==> src/hdl/wrc_pkg.sv <==
// ---------------------------------------------------------------------------
// wrc_pkg
// Shared constants, types and helpers of the word repeat counter.
// ---------------------------------------------------------------------------
package wrc_pkg;

   localparam int MAX_WORDS = 32;
   localparam int MAX_LEN   = 16;
   localparam int IDX_W     = $clog2(MAX_WORDS);
   localparam int POS_W     = $clog2(MAX_LEN);
   localparam int LEN_W     = $clog2(MAX_LEN + 1);
   localparam int USED_W    = $clog2(MAX_WORDS + 1);
   localparam int CNT_W     = 10;
   localparam logic [CNT_W-1:0] COUNT_MAX = '1;

   // controller to datapath commands
   typedef struct packed {
      logic take_byte;  // latch the input beat and append to word
      logic clr_scan;   // start a table scan at entry 0
      logic cmp_load;   // load entry / byte compare registers
      logic next_byte;  // advance byte pointer
      logic next_entry; // advance to next entry
      logic write_hit;  // bump count of matched entry
      logic write_new;  // append word as a new entry
      logic copy_byte;  // copy one word byte into the table
      logic load_rsp;   // build the result beat
      logic word_clr;   // clear the pending word
      logic tab_clr;    // clear entries used
   } wrc_cmd_type;

   // datapath to controller status
   typedef struct packed {
      logic is_delim;
      logic eot;
      logic word_empty;
      logic scan_end;   // no more used entries
      logic len_eq;     // stored length matches
      logic byte_eq;    // current stored byte matches
      logic bytes_end;  // byte pointer reached last byte
      logic tab_full;
   } wrc_sts_type;

   function automatic logic is_delimiter(input logic [7:0] c);
      return c == 8'h20 || c == 8'h2E || c == 8'h21 || c == 8'h2F || c == 8'h3F ||
             c == 8'h00 || c == 8'h2C || c == 8'h3B || c == 8'h28 || c == 8'h29;
   endfunction

endpackage

==> src/hdl/wrc_datapath.sv <==
// ---------------------------------------------------------------------------
// wrc_datapath
// Word buffer, table memories, compare and count logic, result register.
// ---------------------------------------------------------------------------
module wrc_datapath import wrc_pkg::*; (
   input  logic              clock,
   input  logic              reset,
   input  logic [7:0]        req_byte,
   input  logic              req_eot,
   input  wrc_cmd_type       cmd,
   output wrc_sts_type       sts,
   output logic [23:0]       rsp_data
);

   logic [7:0]        word_ff [MAX_LEN];
   logic [LEN_W-1:0]  len_ff, len_in;
   logic              trunc_ff, trunc_in;
   logic [7:0]        byte_ff;
   logic              eot_ff;
   logic [USED_W-1:0] used_ff, used_in;
   logic [USED_W-1:0] ent_ff;
   logic [POS_W-1:0]  pos_ff;
   logic              found_ff;

   // table memories
   logic [7:0]        mem_bytes [MAX_WORDS*MAX_LEN];
   logic [LEN_W-1:0]  mem_len   [MAX_WORDS];
   logic [CNT_W-1:0]  mem_cnt   [MAX_WORDS];
   logic [7:0]        rd_byte_ff;
   logic [LEN_W-1:0]  rd_len_ff;
   logic [CNT_W-1:0]  rd_cnt_ff;

   logic [IDX_W-1:0]  ent_idx;
   logic [IDX_W+POS_W-1:0] baddr;
   logic [CNT_W-1:0]  cnt_next;

   assign ent_idx = ent_ff[IDX_W-1:0];
   assign baddr   = {ent_idx, pos_ff};

   // pending word
   always_comb begin
      len_in   = len_ff;
      trunc_in = trunc_ff;
      if (cmd.word_clr) begin
         len_in   = '0;
         trunc_in = 1'b0;
      end else if (cmd.take_byte && !is_delimiter(req_byte)) begin
         if (len_ff < LEN_W'(MAX_LEN)) len_in = len_ff + 1'b1;
         else trunc_in = 1'b1;
      end
   end

   always_ff @(posedge clock) begin
      if (reset) begin
         len_ff   <= '0;
         trunc_ff <= 1'b0;
      end else begin
         len_ff   <= len_in;
         trunc_ff <= trunc_in;
      end
      if (cmd.take_byte) begin
         byte_ff <= req_byte;
         eot_ff  <= req_eot;
         if (!is_delimiter(req_byte) && len_ff < LEN_W'(MAX_LEN))
            word_ff[len_ff[POS_W-1:0]] <= req_byte;
      end
   end

   // entries used
   always_comb begin
      used_in = used_ff;
      if (cmd.tab_clr) used_in = '0;
      else if (cmd.write_new) used_in = used_ff + 1'b1;
   end

   always_ff @(posedge clock) begin
      if (reset) used_ff <= '0;
      else used_ff <= used_in;
   end

   // scan pointers
   always_ff @(posedge clock) begin
      if (reset) begin
         ent_ff   <= '0;
         pos_ff   <= '0;
         found_ff <= 1'b0;
      end else begin
         if (cmd.clr_scan) begin
            ent_ff   <= '0;
            pos_ff   <= '0;
            found_ff <= 1'b0;
         end else if (cmd.next_entry) begin
            ent_ff <= ent_ff + 1'b1;
            pos_ff <= '0;
         end else if (cmd.next_byte || cmd.copy_byte) begin
            pos_ff <= pos_ff + 1'b1;
         end
         if (cmd.write_hit) found_ff <= 1'b1;
         if (cmd.write_new) ent_ff <= used_ff;
      end
   end

   // memory reads, registered
   always_ff @(posedge clock) begin
      if (cmd.cmp_load) begin
         rd_byte_ff <= mem_bytes[baddr];
         rd_len_ff  <= mem_len[ent_idx];
         rd_cnt_ff  <= mem_cnt[ent_idx];
      end
   end

   assign cnt_next = (rd_cnt_ff == COUNT_MAX) ? rd_cnt_ff : rd_cnt_ff + 1'b1;

   // memory writes
   always_ff @(posedge clock) begin
      if (cmd.write_hit) mem_cnt[ent_idx] <= cnt_next;
      if (cmd.write_new) begin
         mem_len[used_ff[IDX_W-1:0]] <= len_ff;
         mem_cnt[used_ff[IDX_W-1:0]] <= CNT_W'(1);
      end
      if (cmd.copy_byte) mem_bytes[baddr] <= word_ff[pos_ff];
   end

   // status
   always_comb begin
      sts.is_delim   = is_delimiter(byte_ff);
      sts.eot        = eot_ff;
      sts.word_empty = (len_ff == '0);
      sts.scan_end   = (ent_ff >= used_ff);
      sts.len_eq     = (rd_len_ff == len_ff);
      sts.byte_eq    = (rd_byte_ff == word_ff[pos_ff]);
      sts.bytes_end  = ({1'b0, pos_ff} + 1'b1 >= len_ff);
      sts.tab_full   = (used_ff == USED_W'(MAX_WORDS));
   end

   // result beat: index, count, new, repeat, trunc, full, done
   always_ff @(posedge clock) begin
      if (cmd.load_rsp) begin
         if (sts.word_empty) begin
            rsp_data <= 24'(1) << 19;
         end else if (found_ff) begin
            rsp_data <= {4'd0, eot_ff, 1'b0, trunc_ff, (rd_cnt_ff > 1), 1'b0,
                         rd_cnt_ff, ent_idx};
         end else if (ent_ff < used_ff) begin
            rsp_data <= {4'd0, eot_ff, 1'b0, trunc_ff, 1'b0, 1'b1,
                         CNT_W'(1), ent_idx};
         end else begin
            rsp_data <= {4'd0, eot_ff, 1'b1, trunc_ff, 17'd0};
         end
      end
   end

endmodule

==> src/hdl/wrc_ctrl.sv <==
// ---------------------------------------------------------------------------
// wrc_ctrl
// Sequencer: takes a beat, scans the table, updates it, hands out a result.
// ---------------------------------------------------------------------------
module wrc_ctrl import wrc_pkg::*; (
   input  logic        clock,
   input  logic        reset,
   input  logic        req_tvalid,
   output logic        req_tready,
   output logic        rsp_tvalid,
   input  logic        rsp_tready,
   output wrc_cmd_type cmd,
   input  wrc_sts_type sts
);

   typedef enum logic [8:0] {
      S_IDLE  = 9'b000000001,
      S_DEC   = 9'b000000010,
      S_LOAD  = 9'b000000100,
      S_CMP   = 9'b000001000,
      S_HIT   = 9'b000010000,
      S_COPY  = 9'b000100000,
      S_RSP   = 9'b001000000,
      S_WAIT  = 9'b010000000,
      S_FIN   = 9'b100000000
   } state_type;

   state_type state_ff, state_in;
   logic      rsp_valid_ff, rsp_valid_in;

   assign req_tready = (state_ff == S_IDLE) && !rsp_valid_ff;
   assign rsp_tvalid = rsp_valid_ff;

   always_comb begin
      state_in     = state_ff;
      rsp_valid_in = rsp_valid_ff && !rsp_tready;
      cmd          = '0;
      case (state_ff)
         S_IDLE: begin
            if (req_tvalid && req_tready) begin
               cmd.take_byte = 1'b1;
               state_in      = S_DEC;
            end
         end
         S_DEC: begin
            cmd.clr_scan = 1'b1;
            if (sts.is_delim || sts.eot) begin
               if (!sts.word_empty) state_in = S_LOAD;
               else if (sts.eot) state_in = S_RSP;
               else state_in = S_IDLE;
            end else begin
               state_in = S_IDLE;
            end
         end
         S_LOAD: begin
            if (sts.scan_end) begin
               if (sts.tab_full) state_in = S_RSP;
               else begin
                  cmd.write_new = 1'b1;
                  state_in      = S_COPY;
               end
            end else begin
               cmd.cmp_load = 1'b1;
               state_in     = S_CMP;
            end
         end
         S_CMP: begin
            if (!sts.len_eq || !sts.byte_eq) begin
               cmd.next_entry = 1'b1;
               state_in       = S_LOAD;
            end else if (sts.bytes_end) begin
               state_in = S_HIT;
            end else begin
               cmd.next_byte = 1'b1;
               state_in      = S_LOAD;
            end
         end
         S_HIT: begin
            cmd.write_hit = 1'b1;
            state_in      = S_FIN;
         end
         // read back the updated count for the result
         S_FIN: begin
            cmd.cmp_load = 1'b1;
            state_in     = S_RSP;
         end
         S_COPY: begin
            cmd.copy_byte = 1'b1;
            if (sts.bytes_end) state_in = S_RSP;
         end
         S_RSP: begin
            cmd.load_rsp = 1'b1;
            state_in     = S_WAIT;
         end
         S_WAIT: begin
            rsp_valid_in  = 1'b1;
            cmd.word_clr  = 1'b1;
            cmd.tab_clr   = sts.eot;
            state_in      = S_IDLE;
         end
         default: state_in = S_IDLE;
      endcase
   end

   always_ff @(posedge clock) begin
      if (reset) begin
         state_ff     <= S_IDLE;
         rsp_valid_ff <= 1'b0;
      end else begin
         state_ff     <= state_in;
         rsp_valid_ff <= rsp_valid_in;
      end
   end

endmodule

==> src/hdl/word_repeat_counter_top.sv <==
// ---------------------------------------------------------------------------
// word_repeat_counter_top
// Counts repeated words in a byte stream, one text byte per beat.
// ---------------------------------------------------------------------------
// Input beats carry one text byte in req_tdata and the end-of-text mark in
// req_tlast. A delimiter or end of text closes a pending word; the word is
// looked up in a table of up to MAX_WORDS entries and one result beat is
// produced on the rsp_ channel with entry index, count and flags.
// A byte that closes no word is latched and decoded only. A closing byte
// is latched and decoded, then the used entries are scanned byte by byte
// (a registered table read, then the compare; an entry that differs in
// length or in a byte is left at once). A hit writes the bumped count and
// reads it back; a new word is appended and its bytes copied in; a full
// table or end of text with no word goes straight to the result. The result
// is then valid, and the next beat is taken in the cycle after it leaves.
// Only one beat is worked on at a time. If the receiver stalls, the result
// holds in the output register and req_tready stays low.
// Reset clears the pending word, the entry count and the handshake state;
// table contents need no clearing since only used entries are read.
// End of text clears the table after its result.
// ---------------------------------------------------------------------------
module word_repeat_counter_top import wrc_pkg::*; (
   input  logic        clock,
   input  logic        reset,
   input  logic        req_tvalid,
   output logic        req_tready,
   input  logic [7:0]  req_tdata,   // text_byte
   input  logic        req_tlast,   // end_of_text
   output logic        rsp_tvalid,
   input  logic        rsp_tready,
   // entry_index[4:0], occurrences[14:5], is_new_word[15], is_repeated[16],
   // word_truncated[17], table_full[18], text_done[19], zero fill
   output logic [23:0] rsp_tdata
);

   wrc_cmd_type cmd;
   wrc_sts_type sts;

   wrc_ctrl u_ctrl (
      .clock, .reset, .req_tvalid, .req_tready, .rsp_tvalid, .rsp_tready,
      .cmd, .sts
   );

   wrc_datapath u_dp (
      .clock, .reset, .req_byte(req_tdata), .req_eot(req_tlast),
      .cmd, .sts, .rsp_data(rsp_tdata)
   );

endmodule

==> config.mk <==
export PLATFORM = sky130hd
export DESIGN_NAME = word_repeat_counter_top
export DESIGN_NICKNAME = d
export VERILOG_FILES = /design/src/hdl/wrc_pkg.sv /design/src/hdl/wrc_datapath.sv /design/src/hdl/wrc_ctrl.sv /design/src/hdl/word_repeat_counter_top.sv
export SDC_FILE = /design/constraint.sdc
export NUM_CORES = 2
export LEC_CHECK = 0
export ABC_AREA = 1
export BUFFER_PORTS_ARGS = -buffer_cell sky130_fd_sc_hd__buf_4
export CAP_MARGIN = 20
export CELL_PAD_IN_SITES_DETAIL_PLACEMENT = 1
export CELL_PAD_IN_SITES_GLOBAL_PLACEMENT = 2
export CORE_MARGIN = 5
export CORE_UTILIZATION = 43
export CTS_BUF_LIST = sky130_fd_sc_hd__clkbuf_4
export DETAILED_ROUTE_END_ITERATION = 10
export GPL_ROUTABILITY_DRIVEN = 0
export PLACE_DENSITY = 0.86
export SYNTH_ARGS = -nofsm -noshare
export SYNTH_HDL_FRONTEND = slang
export SYNTH_MEMORY_MAX_BITS = 65536
export SYNTH_SLANG_ARGS = --single-unit
==> constraint.sdc <==
create_clock -name clock -period 8.9 [get_ports clock]
set_input_delay 0.445 -clock clock [delete_from_list [all_inputs] [get_ports clock]]
set_output_delay 0.445 -clock clock [all_outputs]
set_load 0.01 [all_outputs]
==> impl_metrics.py <==
metrics = {
    "synth": {
        "synth_edf_count": 4756,
        "synth.most_common_cell": "edfxtp_1",
        "synth_area_per_cell_sq_um": 12.8,
        "yosys.area.top_type": "edfxtp_1",
        "ys_ff_latch": 4793,
        "synthFlopType": "edfxtp_1",
        "synth_top_cells_by_area": "edfxtp_1, o21ai_0, nor2_1",
        "synthCells": 14800,
        "async_flop_share_pct": 0,
        "synth_top_area_share_pct": 75.2,
        "netlist_area_sq_mm": 0.190,
        "ys_warn_count": 0,
        "ys_seq_area_share_pct": 75.6,
        "yosys.cell_types.count": 52,
        "synth_commonest_cells": "edfxtp_1, nor2_1, o21ai_0, nand2_1, o22ai_1",
    },
    "clock_network": {
        "cts_made_buffers": 1292,
        "cts-htree-levels": 7,
        "clock_sinks": 4793,
        "cts_hold_buf": 28,
        "clk_latency_ps": 1800,
        "cts_buffer_depth": 5,
        "ctsRootBufferMaster": "clkbuf_4",
        "cts_tree": "yes",
        "cts_setup_buffers": 0,
        "path_clk_slew_ps": 70,
        "post_cts_resize_count": 0,
    },
    "floorplan": {
        "die_h_microns": 675,
        "row_count": 244,
        "ioPinCount": 39,
        "core-area_sq_mm": 0.441,
        "initial_core_util_pct": 43.1,
        "die-area_sq_mm": 0.455,
        "die_w_microns": 675,
    },
    "timing": {
        "tns_ps": 0,
        "fin_skew_ps": 237,
        "fin_crit_sh_pct": 56.3,
        "slew_headroom_pct": 17.1,
        "grt_setup_unrepaired": "false",
        "max_slew.worst_pin.slew_ps": 1240,
        "setup-violations-final": 0,
        "min_period_ps": 5010,
        "fmax_ghz": 0.200,
        "finalWorstSetupSlack_ps": 3890,
        "hold_viol": 0,
        "drv_slew": 0,
    },
    "routing": {
        "drt-initial-drc-count": 13900,
        "wire_per_inst_microns": 27.1,
        "via_per_inst": 5.92,
        "drt_pre_antenna_iters": 6,
        "drc": 0,
        "dr_total_vias": 131000,
        "postRouteAntennaNets": 0,
        "finalWirelength_microns": 598000,
    },
    "placed_design": {
        "port_buffers": 34,
        "dp_hpwl_microns": 337000,
        "dp_slack_ps": 4020,
    },
    "critical_path": {
        "required_ps": 10130,
        "crit_arrival_ps": 6240,
        "crit_fanout": 93,
        "end_kind": "flop",
        "worstSetupPathType": "flop to flop",
        "cp-start-kind": "flop",
    },
    "power": {
        "p_leak_nw": 70.2,
        "p_int_w": 0.0354,
        "power.density_mw_per_mm2": 217,
        "p_switching_w": 0.0104,
        "finalPower_w": 0.0457,
        "clockPowerShare_pct": 40.9,
        "seqPwrFrac_pct": 55.5,
        "peakVddDrop_mv": 0.163,
        "pwr-share-comb_pct": 3.6,
        "switching_share_pct": 22.7,
    },
    "global_route": {
        "grt_first_pass_wirelength_microns": 873000,
        "gr-total-overflow": 0,
        "antenna_found_initial": 27,
        "grt_pass1_vias": 134000,
        "globalRouteTotalUtil_pct": 25.7,
        "grt_max_degree": 189,
    },
    "layout": {
        "nFillCells": 45700,
        "seqCellArea_sq_mm": 0.144,
        "postLayoutCoreUtil_pct": 47.9,
        "syn_to_final_growth_pct": 11.1,
        "nets": 15400,
        "multiInputGateArea_sq_mm": 0.0413,
        "drive_above_1_share_pct": 13.9,
    },
    "worst_hold_path": {
        "worstHoldStart": "reset",
        "hold_path.class": "input port to flop",
    },
    "run": {
        "maxCapViolCount": 0,
    },
    "status": {
        "status": "finished, final reports clean",
    },
}
cell usage in the layout, fill, tap and decap left out, types with 25 or more instances in the layout:
cell type      synthesis  final
dlygate4sd3_1          0     28
diode_2                0     26
a22oi_1              106    106
buf_4                 31    195
nand4_1              129    129
a21oi_1               99     99
o21ai_0             2259   2259
a22o_1                88     88
clkbuf_4               0   1832
nand2_1             1566   1544
o22ai_1             1039   1039
dfxtp_1               37     32
nand3_1              185    185
nor3_1                28     27
inv_2                 10     25
o21ai_1              134    134
buf_12                 0     43
inv_1                199    197
edfxtp_1            4756   4756
a221oi_1              28     28
ha_1                  30     30
clkinv_1               4    158
nor2_1              2981   2965
power groups by stage:
stage	registers, W	clock network (W)	logic, W
floorplan	0.0263	0	0.000710
global placement	0.0259	0	0.00155
detailed placement	0.0259	0	0.00161
CTS	0.0254	0.0190	0.00163
global route	0.0254	0.0203	0.00172
finish	0.0254	0.0187	0.00164
through the flow:
step,area (sq um),std cells,hold slack (ps)
finish,211000,22000,299
global route,211000,22000,295
CTS,211000,22000,123
detailed placement,195000,19900,496
global placement,195000,19900,468
floorplan,190000,14800,422
cells by family (layout without fill, tap and decap cells):
kind of cell,count (synthesis),after routing,synth area share (%)
simple gates,4924,4924,10.1
flops,4793,4793,75.6
compound gates,3810,3810,11.2
buf+inv,1243,2541,2.88
fa+ha+maj,30,30,0.198
xor+xnor,13,13,0.0599
other cells,1,30,0.00197
registers in the layout, summed over array words and instances (netlist names), named ones only:
register	flops
u_ctrl.rsp_tvalid	1
u_dp.byte_ff	8
u_dp.len_ff	5
u_dp.found_ff	1
u_dp.rd_cnt_ff	10
u_dp.rd_len_ff	5
u_dp.rsp_data	20
u_dp.eot_ff	1
u_dp.used_ff	6
u_dp.trunc_ff	1
u_dp.mem_len	160
u_dp.rd_byte_ff	8
u_dp.mem_bytes	4096
u_dp.word_ff	128
u_ctrl.state_ff	9
u_dp.ent_ff	6
u_dp.mem_cnt	320
u_dp.pos_ff	4
area by class of cell:
cell class	count	area share (%)
Antenna cell	26	0.0308
Clock buffer	1832	6.52
Clock inverter	217	0.609
Inverter	215	0.407
Multi-Input combinational cell	8781	19.6
Sequential cell	4793	68.0
Tap cell	5904	3.50
Timing Repair Buffer	277	1.34
critical path: stages, from the launching register on:
cell,delay [ps]
dfxtp_2,720
buf_4,490
inv_4,330
nand2_1,170
nand3_1,90
nand3_1,140
nand3_1,170
nand2_4,600
buf_4,750
buf_4,880
final timing paths:
check | to | cells past startpoint | slack (ps)
max | u_dp.mem_bytes[419][5]$_DFFE_PP_ | 9 | 3890
min | u_ctrl.state_ff[2]$_SDFFE_PP0P_ | 4 | 300
max reg2reg | u_dp.mem_bytes[419][5]$_DFFE_PP_ | 9 | 3890
min reg2reg | u_dp.found_ff$_SDFFE_PP0P_ | 2 | 500
layer usage:
metal | part of all wire, % | global-route usage, % | vias to the layer above
met5 | 0.0092 | 0 | -
met4 | 4.1 | 12.1 | 10
met2 | 48 | 41.1 | 6147
li1 | - | - | 56100
met1 | 40 | 33.7 | 67000
met3 | 8.2 | 5.15 | 1283
Note: power is estimated with default switching activity, not from simulation.
